[src/rtl/wsmc_pkg.sv]
// Shared types, suite selectors and codes of the WLAN security mode classifier.
`default_nettype none

package wsmc_pkg;

    typedef enum logic [1:0] {
        KIND_RSN  = 2'd0,
        KIND_WPA  = 2'd1,
        KIND_WAPI = 2'd2,
        KIND_NONE = 2'd3
    } kind_t;

    typedef enum logic [3:0] {
        MODE_OPEN     = 4'd0,
        MODE_WEP      = 4'd1,
        MODE_8021X    = 4'd2,
        MODE_WPA_EAP  = 4'd3,
        MODE_WPA_PSK  = 4'd4,
        MODE_WPA2_EAP = 4'd5,
        MODE_WPA2_PSK = 4'd6,
        MODE_WAPI     = 4'd7,
        MODE_WAPI_PSK = 4'd8
    } mode_t;

    localparam logic [31:0] SEL_RSN_CCMP  = 32'h000F_AC04;
    localparam logic [31:0] SEL_RSN_EAP   = 32'h000F_AC01;
    localparam logic [31:0] SEL_RSN_PSK   = 32'h000F_AC02;
    localparam logic [31:0] SEL_WPA_EAP   = 32'h0050_F201;
    localparam logic [31:0] SEL_WPA_PSK   = 32'h0050_F202;
    localparam logic [31:0] SEL_WAPI_CERT = 32'h0014_7201;
    localparam logic [31:0] SEL_WAPI_PSK  = 32'h0014_7202;

    localparam int F_RSN_PSK   = 0;
    localparam int F_RSN_EAP   = 1;
    localparam int F_RSN_GCCMP = 2;
    localparam int F_RSN_PCCMP = 3;
    localparam int F_WPA_PSK   = 4;
    localparam int F_WPA_EAP   = 5;
    localparam int F_WAPI_CERT = 6;
    localparam int F_WAPI_PSK  = 7;

    localparam logic [7:0]  POS_LIMIT       = 8'hFF;
    localparam logic [10:0] RSN_GROUP_END   = 11'd5;
    localparam logic [10:0] RSN_PW_COUNT    = 11'd6;
    localparam logic [10:0] RSN_PW_BASE     = 11'd8;
    localparam logic [10:0] WPA_PW_COUNT    = 11'd10;
    localparam logic [10:0] WPA_PW_BASE     = 11'd12;
    localparam logic [10:0] WAPI_AKM_COUNT  = 11'd2;
    localparam logic [10:0] WAPI_AKM_BASE   = 11'd4;
    localparam logic [10:0] AKM_SUITE_SKIP  = 11'd2;

    typedef struct packed {
        logic [1:0] kind;
        logic [7:0] data;
        logic       start;
        logic       fend;
        logic       privacy;
    } item_t;

    typedef struct packed {
        logic [2:0] seen_next;
        logic [7:0] flags_next;
        logic [2:0] seen;
        logic [7:0] flags;
    } trk_stat_t;

    // True when offset p is the last byte of one of n four-byte suites starting at base.
    function automatic logic slot_end(logic [10:0] p, logic [10:0] base, logic [7:0] n);
        logic [10:0] d;
        logic        hit;
        d   = p - base - 11'd3;
        hit = 1'b0;
        if (p >= base + 11'd3) begin
            hit = (d[1:0] == 2'b00) && (d[10:2] < {1'b0, n});
        end
        return hit;
    endfunction

endpackage

`default_nettype wire

[src/rtl/wsmc_tracker.sv]
// Per-element byte tracker: offset, suite counts, selector window and match flags.
`default_nettype none

module wsmc_tracker (
    input  wire logic               aclk,
    input  wire logic               aresetn,
    input  wire logic               fire,
    input  wire wsmc_pkg::item_t    item,
    output wsmc_pkg::trk_stat_t     stat
);

    logic [7:0]          pos_reg, pos_next;
    logic [23:0]         recent_reg, recent_next;
    logic [7:0]          pw_reg, pw_next;
    logic [7:0]          akm_reg, akm_next;
    wsmc_pkg::kind_t     active_reg, active_next;
    logic [2:0]          seen_reg, seen_next;
    logic [7:0]          flags_reg, flags_next;

    logic [7:0]          e_pos;
    logic [23:0]         e_recent;
    logic [7:0]          e_pw;
    logic [7:0]          e_akm;
    logic                take;
    logic [31:0]         w;
    logic [10:0]         p;
    logic [10:0]         akm_at;

    always_comb begin
        e_pos       = pos_reg;
        e_recent    = recent_reg;
        e_pw        = pw_reg;
        e_akm       = akm_reg;
        seen_next   = seen_reg;
        active_next = active_reg;
        flags_next  = flags_reg;
        take        = 1'b0;
        if (item.kind != wsmc_pkg::KIND_NONE) begin
            if (item.start) begin
                if (seen_reg[item.kind]) begin
                    active_next = wsmc_pkg::KIND_NONE;
                end else begin
                    seen_next[item.kind] = 1'b1;
                    active_next          = wsmc_pkg::kind_t'(item.kind);
                    e_pos                = '0;
                    e_recent             = '0;
                    e_pw                 = '0;
                    e_akm                = '0;
                end
            end
            take = (item.kind == active_next) && (e_pos != wsmc_pkg::POS_LIMIT);
        end

        w           = {e_recent, item.data};
        p           = {3'b000, e_pos};
        pos_next    = e_pos;
        recent_next = e_recent;
        pw_next     = e_pw;
        akm_next    = e_akm;
        akm_at      = '0;

        if (take) begin
            case (wsmc_pkg::kind_t'(item.kind))
                wsmc_pkg::KIND_RSN: begin
                    if (p == wsmc_pkg::RSN_GROUP_END && w == wsmc_pkg::SEL_RSN_CCMP) begin
                        flags_next[wsmc_pkg::F_RSN_GCCMP] = 1'b1;
                    end
                    if (p == wsmc_pkg::RSN_PW_COUNT) begin
                        pw_next = item.data;
                    end
                    if (wsmc_pkg::slot_end(p, wsmc_pkg::RSN_PW_BASE, e_pw)
                        && w == wsmc_pkg::SEL_RSN_CCMP) begin
                        flags_next[wsmc_pkg::F_RSN_PCCMP] = 1'b1;
                    end
                    akm_at = wsmc_pkg::RSN_PW_BASE + {1'b0, e_pw, 2'b00};
                    if (p == akm_at) begin
                        akm_next = item.data;
                    end
                    if (wsmc_pkg::slot_end(p, akm_at + wsmc_pkg::AKM_SUITE_SKIP, e_akm)) begin
                        if (w == wsmc_pkg::SEL_RSN_PSK) flags_next[wsmc_pkg::F_RSN_PSK] = 1'b1;
                        if (w == wsmc_pkg::SEL_RSN_EAP) flags_next[wsmc_pkg::F_RSN_EAP] = 1'b1;
                    end
                end
                wsmc_pkg::KIND_WPA: begin
                    if (p == wsmc_pkg::WPA_PW_COUNT) begin
                        pw_next = item.data;
                    end
                    akm_at = wsmc_pkg::WPA_PW_BASE + {1'b0, e_pw, 2'b00};
                    if (p == akm_at) begin
                        akm_next = item.data;
                    end
                    if (wsmc_pkg::slot_end(p, akm_at + wsmc_pkg::AKM_SUITE_SKIP, e_akm)) begin
                        if (w == wsmc_pkg::SEL_WPA_PSK) flags_next[wsmc_pkg::F_WPA_PSK] = 1'b1;
                        if (w == wsmc_pkg::SEL_WPA_EAP) flags_next[wsmc_pkg::F_WPA_EAP] = 1'b1;
                    end
                end
                default: begin
                    if (p == wsmc_pkg::WAPI_AKM_COUNT) begin
                        akm_next = item.data;
                    end
                    if (wsmc_pkg::slot_end(p, wsmc_pkg::WAPI_AKM_BASE, e_akm)) begin
                        if (w == wsmc_pkg::SEL_WAPI_CERT) begin
                            flags_next[wsmc_pkg::F_WAPI_CERT] = 1'b1;
                        end
                        if (w == wsmc_pkg::SEL_WAPI_PSK) begin
                            flags_next[wsmc_pkg::F_WAPI_PSK] = 1'b1;
                        end
                    end
                end
            endcase
            recent_next = w[23:0];
            pos_next    = e_pos + 8'd1;
        end
    end

    always_ff @(posedge aclk) begin
        if (!aresetn) begin
            pos_reg    <= '0;
            recent_reg <= '0;
            pw_reg     <= '0;
            akm_reg    <= '0;
            active_reg <= wsmc_pkg::KIND_NONE;
            seen_reg   <= '0;
            flags_reg  <= '0;
        end else if (fire) begin
            if (item.fend) begin
                pos_reg    <= '0;
                recent_reg <= '0;
                pw_reg     <= '0;
                akm_reg    <= '0;
                active_reg <= wsmc_pkg::KIND_NONE;
                seen_reg   <= '0;
                flags_reg  <= '0;
            end else begin
                pos_reg    <= pos_next;
                recent_reg <= recent_next;
                pw_reg     <= pw_next;
                akm_reg    <= akm_next;
                active_reg <= active_next;
                seen_reg   <= seen_next;
                flags_reg  <= flags_next;
            end
        end
    end

    assign stat.seen_next  = seen_next;
    assign stat.flags_next = flags_next;
    assign stat.seen       = seen_reg;
    assign stat.flags      = flags_reg;

endmodule

`default_nettype wire

[src/rtl/wsmc_classify.sv]
// Priority rules that map seen elements, match flags and privacy to a security mode.
`default_nettype none

module wsmc_classify (
    input  wire logic [2:0]      seen,
    input  wire logic [7:0]      flags,
    input  wire logic            privacy,
    output wsmc_pkg::mode_t      mode
);

    logic rsn, wpa, wapi, wpa2;

    always_comb begin
        rsn  = seen[wsmc_pkg::KIND_RSN];
        wpa  = seen[wsmc_pkg::KIND_WPA];
        wapi = seen[wsmc_pkg::KIND_WAPI];
        wpa2 = flags[wsmc_pkg::F_RSN_GCCMP] && flags[wsmc_pkg::F_RSN_PCCMP];
        if (!privacy) begin
            mode = (!rsn && !wpa) ? wsmc_pkg::MODE_OPEN : wsmc_pkg::MODE_8021X;
        end else if (!rsn && !wpa && !wapi) begin
            mode = wsmc_pkg::MODE_WEP;
        end else if (rsn && flags[wsmc_pkg::F_RSN_PSK]) begin
            mode = wpa2 ? wsmc_pkg::MODE_WPA2_PSK : wsmc_pkg::MODE_WPA_PSK;
        end else if (rsn && flags[wsmc_pkg::F_RSN_EAP]) begin
            mode = wpa2 ? wsmc_pkg::MODE_WPA2_EAP : wsmc_pkg::MODE_WPA_EAP;
        end else if (wpa && flags[wsmc_pkg::F_WPA_PSK]) begin
            mode = wsmc_pkg::MODE_WPA_PSK;
        end else if (wpa && flags[wsmc_pkg::F_WPA_EAP]) begin
            mode = wsmc_pkg::MODE_WPA_EAP;
        end else if (wapi && flags[wsmc_pkg::F_WAPI_CERT]) begin
            mode = wsmc_pkg::MODE_WAPI;
        end else if (wapi && flags[wsmc_pkg::F_WAPI_PSK]) begin
            mode = wsmc_pkg::MODE_WAPI_PSK;
        end else begin
            mode = wsmc_pkg::MODE_8021X;
        end
    end

endmodule

`default_nettype wire

[src/rtl/wlan_security_mode_classifier_unit.sv]
// Top level of the WLAN security mode classifier: input register, tracker, result register.
// A frame-end item passes the input register, then the result register, before m_valid rises.
// Throughput: one item per cycle; the input register stalls only on a frame-end item while a result waits on m_ready.
// The per-item work is one pass through the tracker and priority logic.
// Reset: synchronous, active low; clears the tracker to no element seen and empties both registers.
`default_nettype none

module wlan_security_mode_classifier_unit (
    input  wire logic       aclk,
    input  wire logic       aresetn,
    input  wire logic       s_valid,
    output logic            s_ready,
    input  wire logic [1:0] s_ie_kind,
    input  wire logic [7:0] s_ie_byte,
    input  wire logic       s_ie_start,
    input  wire logic       s_frame_end,
    input  wire logic       s_privacy,
    output logic            m_valid,
    input  wire logic       m_ready,
    output logic [3:0]      m_security_mode
);

    logic                 in_valid_reg;
    wsmc_pkg::item_t      in_item_reg;
    logic                 m_valid_reg, m_valid_next;
    logic [3:0]           mode_reg;
    logic                 advance;
    wsmc_pkg::trk_stat_t  trk;
    wsmc_pkg::mode_t      mode;

    assign advance = in_valid_reg && (!in_item_reg.fend || !m_valid_reg || m_ready);
    assign s_ready = !in_valid_reg || advance;

    always_ff @(posedge aclk) begin
        if (!aresetn) begin
            in_valid_reg <= 1'b0;
        end else if (s_ready) begin
            in_valid_reg <= s_valid;
        end
    end

    always_ff @(posedge aclk) begin
        if (s_ready && s_valid) begin
            in_item_reg.kind    <= s_ie_kind;
            in_item_reg.data    <= s_ie_byte;
            in_item_reg.start   <= s_ie_start;
            in_item_reg.fend    <= s_frame_end;
            in_item_reg.privacy <= s_privacy;
        end
    end

    wsmc_tracker u_tracker (
        .aclk    (aclk),
        .aresetn (aresetn),
        .fire    (advance),
        .item    (in_item_reg),
        .stat    (trk)
    );

    wsmc_classify u_classify (
        .seen    (trk.seen_next),
        .flags   (trk.flags_next),
        .privacy (in_item_reg.privacy),
        .mode    (mode)
    );

    always_comb begin
        m_valid_next = m_valid_reg;
        if (advance && in_item_reg.fend) begin
            m_valid_next = 1'b1;
        end else if (m_ready) begin
            m_valid_next = 1'b0;
        end
    end

    always_ff @(posedge aclk) begin
        if (!aresetn) begin
            m_valid_reg <= 1'b0;
        end else begin
            m_valid_reg <= m_valid_next;
        end
    end

    always_ff @(posedge aclk) begin
        if (advance && in_item_reg.fend) begin
            mode_reg <= mode;
        end
    end

    assign m_valid         = m_valid_reg;
    assign m_security_mode = mode_reg;

    a_frame_clears: assert property (@(posedge aclk) disable iff (!aresetn)
        advance && in_item_reg.fend |=> trk.seen == 3'b000 && trk.flags == 8'h00)
        else $error("tracker state not cleared after frame end");

    a_result_source: assert property (@(posedge aclk) disable iff (!aresetn)
        $rose(m_valid) |-> $past(advance && in_item_reg.fend))
        else $error("result raised without a frame-end item");

    a_flags_need_rsn: assert property (@(posedge aclk) disable iff (!aresetn)
        trk.flags[3:0] != 4'h0 |-> trk.seen[wsmc_pkg::KIND_RSN])
        else $error("RSN match flag without an RSN element");

    a_open_mode: assert property (@(posedge aclk) disable iff (!aresetn)
        advance && in_item_reg.fend && !in_item_reg.privacy && trk.seen_next[1:0] == 2'b00
        |=> m_security_mode == wsmc_pkg::MODE_OPEN)
        else $error("open network not reported as open");

endmodule

`default_nettype wire

[config.mk]
export PLATFORM = sky130hd
export DESIGN_NAME = wlan_security_mode_classifier_unit
export DESIGN_NICKNAME = d
export VERILOG_FILES = /design/src/rtl/wsmc_pkg.sv /design/src/rtl/wsmc_tracker.sv /design/src/rtl/wsmc_classify.sv /design/src/rtl/wlan_security_mode_classifier_unit.sv
export SDC_FILE = /design/constraint.sdc
export NUM_CORES = 1
export LEC_CHECK = 0
export ABC_AREA = 0
export BUFFER_PORTS_ARGS = -buffer_cell sky130_fd_sc_hd__buf_2
export CORE_MARGIN = 2
export CORE_UTILIZATION = 55
export DETAILED_ROUTE_END_ITERATION = 16
export PLACE_DENSITY = 0.72
export SKIP_LAST_GASP = 1
export SYNTH_ARGS = -nofsm -noshare
export SYNTH_HDL_FRONTEND = slang
export SYNTH_HIERARCHICAL = 1
export SYNTH_SLANG_ARGS = --single-unit
[constraint.sdc]
create_clock -name aclk -period 18.9 [get_ports aclk]
set_input_delay 4.725 -clock aclk [delete_from_list [all_inputs] [get_ports aclk]]
set_output_delay 4.725 -clock aclk [all_outputs]
set_load 0.01 [all_outputs]
==> impl_metrics.yaml <==
pwr:
  clock_power_share_pct: 47.0
  p_sw_mw: 0.0955
  combPwrFrac_pct: 7.4
  power.leakage_nw: 2.98
  netSwitchingFraction_pct: 23.9
  peakVddDrop_mv: 0.0694
  p_seq_share_pct: 45.6
  powerDensity_nw_per_um2: 52.4
  p_int_mw: 0.304
run_status:
  status: "finished clean"
die:
  die-area_um2: 13900
  fp.dieH_um: 118
  num_rows: 41
  ios: 23
  initial_core_util_pct: 56.5
  dieWidth_um: 118
  coreArea_um2: 12600
hold_path:
  min_path_type: "reg -> reg"
  hold_path_depth: 2
worst_setup_path:
  cp_max_fo: 3
  startpoint_type: "primary input"
  crit_chain: "buf_2, nand4b_4, buf_2"
  crit_buf_inv: 2
  criticalPathCategory: "in -> out"
  worst_path_most_repeated_cell: "buf_2"
  critical_path_depth: 3
  crit_slowest_cell: "nand4b_4"
  crit_arrival_ns: 5.17
  r2r_cells: 28
  critPathCaptureType: "output pin"
  critPathRequiredTime_ns: 14.18
  crit_family: "buffers and inverters"
  max_stage_delay_ns: 0.17
final_layout:
  drive_above_1_share_pct: 8.97
  fin_area_um2: 7630
  nFillCells: 1152
  largest_reg_flops: 24
  fin_util_pct: 60.4
  final_nets: 943
  areaGrowthSynthToFinish_pct: 6.93
  diodes: 0
clock_tree:
  cts_buffers: 9
  cts_resized: 0
  clkTransAtPathRegs_ns: 0.06
  post-cts-setup-buffers: 0
  cts.htree.levels: 3
  cts_sinks: 80
  clock_latency_ns: 0.34
  cts_hold_buffers: 0
  cts_root_buffer: "clkbuf_16"
  cts_tree: "yes"
  cts_buffer_depth: 2
timing:
  maxSlewViolCount: 0
  worstMarginPinSlew_ns: 0.873
  setup_viol_count_final: 0
  rsz0062_at_grt: "false"
  slew_headroom_pct: 41.8
  fmax_ghz: 0.101
  hold_viol_final: 0
  finalCritPeriodShare_pct: 52.3
  skew_ns: 0.00807
  fin_setup_tns_ns: 0
  fin_crit_ns: 9.89
placed_design:
  io_buffers: 22
  hpwl_mm: 15.8
  gp_congestion: 0.953
  place_area_um2: 7300
global_route:
  overflow: 0
  grt_pass1_wl_mm: 33.0
  grt_usage_pct: 29.9
  grt_pass1_vias: 6252
  antenna_found_initial: 0
  grt_max_degree: 57
synthesis:
  synth-seq-cells: 80
  async_flop_share_pct: 0
  synth_edf_count: 17
  syn_area_um2: 7130
  synth_ff_type: "dfxtp_1"
  syn_area_per_cell_um2: 8.44
  syn_inst: 845
  synth_warnings: 6
  synth_seq_area_share_pct: 24.8
  synthesis.nets: 946
  ys_types: 94
run:
  cap_violations: 0
routing:
  ant_nets: 0
  via_count: 6631
  drc_errors: 0
  wirelength_mm: 20.9
  routedWlPerCell_um: 20.5
  first_iter_violations: 623
  avgViaCountPerCell: 6.51
  dr.pass1.iters: 5
metrics by stage:
| step | hold WS, ns | cells | worst slack, ns | power [mW] |
|---|---|---|---|---|
| finish | 0.478 | 1019 | 9.01 | 0.399 |
| detailed placement | 0.465 | 1003 | 9.01 | 0.214 |
| global route | 0.515 | 1019 | 8.99 | 0.410 |
| global placement | 0.442 | 1003 | 9.03 | 0.214 |
| CTS | 0.480 | 1019 | 9.01 | 0.400 |
| floorplan | 0.427 | 845 | 9.28 | 0.205 |
path summary, 6_finish.rpt:
| path | startpoint | end | slack (ns) |
|---|---|---|---|
| max | m_ready | s_ready | 9.01 |
| min | u_tracker/flags_reg[6] | u_tracker/flags_reg[6] | 0.48 |
| max reg2reg | in_item_reg[12] | m_security_mode[2] | 11.31 |
| min reg2reg | u_tracker/flags_reg[6] | u_tracker/flags_reg[6] | 0.48 |
power by group through the flow:
stage,Clock (mW),Combinational (mW),Sequential (mW)
after floorplan,0,0.0220,0.183
after global placement,0,0.0281,0.186
after detailed placement,0,0.0287,0.186
after CTS,0.189,0.0288,0.182
after global routing,0.196,0.0317,0.182
final,0.188,0.0294,0.182
cells in the final DEF (no fill, tap or decap), types with 5 or more instances in the layout:
| cell type | count |
|---|---|
| a22oi_1 | 33 |
| xnor2_1 | 32 |
| nor2_1 | 45 |
| ha_1 | 80 |
| o2111ai_1 | 7 |
| buf_4 | 9 |
| and2_1 | 12 |
| a31oi_1 | 8 |
| a32o_1 | 7 |
| nor4b_1 | 8 |
| nand4_1 | 18 |
| nand2b_1 | 12 |
| nor3_1 | 16 |
| nor4_1 | 11 |
| nand3b_1 | 5 |
| buf_2 | 22 |
| o21a_1 | 10 |
| o211ai_1 | 5 |
| or3_1 | 5 |
| o21ai_0 | 30 |
| a211oi_1 | 8 |
| edfxtp_1 | 17 |
| a21oi_1 | 30 |
| inv_1 | 51 |
| xor2_1 | 16 |
| clkbuf_16 | 9 |
| nor2b_1 | 44 |
| and3_1 | 8 |
| dfxtp_1 | 63 |
| nand2_1 | 71 |
| nand3_1 | 25 |
| a21o_1 | 20 |
worst min-delay path, cell delays in order (launching register included):
cell and delay [ns]:
dfxtp_1 0.33, a21oi_1 0.04, nor2_1 0.07
cells by family (layout without fill, tap and decap cells):
kind of cell / Yosys count / count (layout) / synth area share [%]
simple gates: 303 / 303 / 23.3
buf+inv: 96 / 98 / 5.79
fa+ha+maj: 87 / 87 / 15.6
flops: 80 / 80 / 24.8
xor+xnor: 48 / 48 / 5.89
mux: 8 / 8 / 1.42
compound gates: 223 / 223 / 23.2
cell usage after synthesis, drive strengths merged, types with 16 or more instances:
master / number / area (µm²)
nor2: 45 / 169
nand3: 25 / 125
a21oi: 31 / 166
a21o: 20 / 150
inv: 51 / 191
nand2: 71 / 267
dfxtp: 63 / 1260
nand4: 18 / 113
xnor2: 32 / 280
a22oi: 33 / 248
buf: 20 / 126
clkbuf: 25 / 95.1
o21ai: 34 / 178
xor2: 16 / 140
nor2b: 45 / 284
edfxtp: 17 / 510
ha: 80 / 1000
nor3: 16 / 80.1
metal layers:
layer	share of wire, %	vias up	track usage [%]	routed length [µm]
li1	-	3113	-	-
met1	41	3165	37.8	8640
met2	47	284	49.8	9870
met3	7.1	69	4.55	1480
met4	4.1	0	14.5	852
met5	0	-	0	0
cell type report:
cell class	count	area [µm²]	share of cell area [%]
clock buffers	10	229	3.00
clock inverters	6	93.8	1.23
inverters	51	191	2.51
multi-input cells	669	4950	64.9
flip-flops and latches	80	1770	23.2
well taps	172	215	2.82
repair buffers	31	178	2.33
Power figures use the tool's default switching activity.
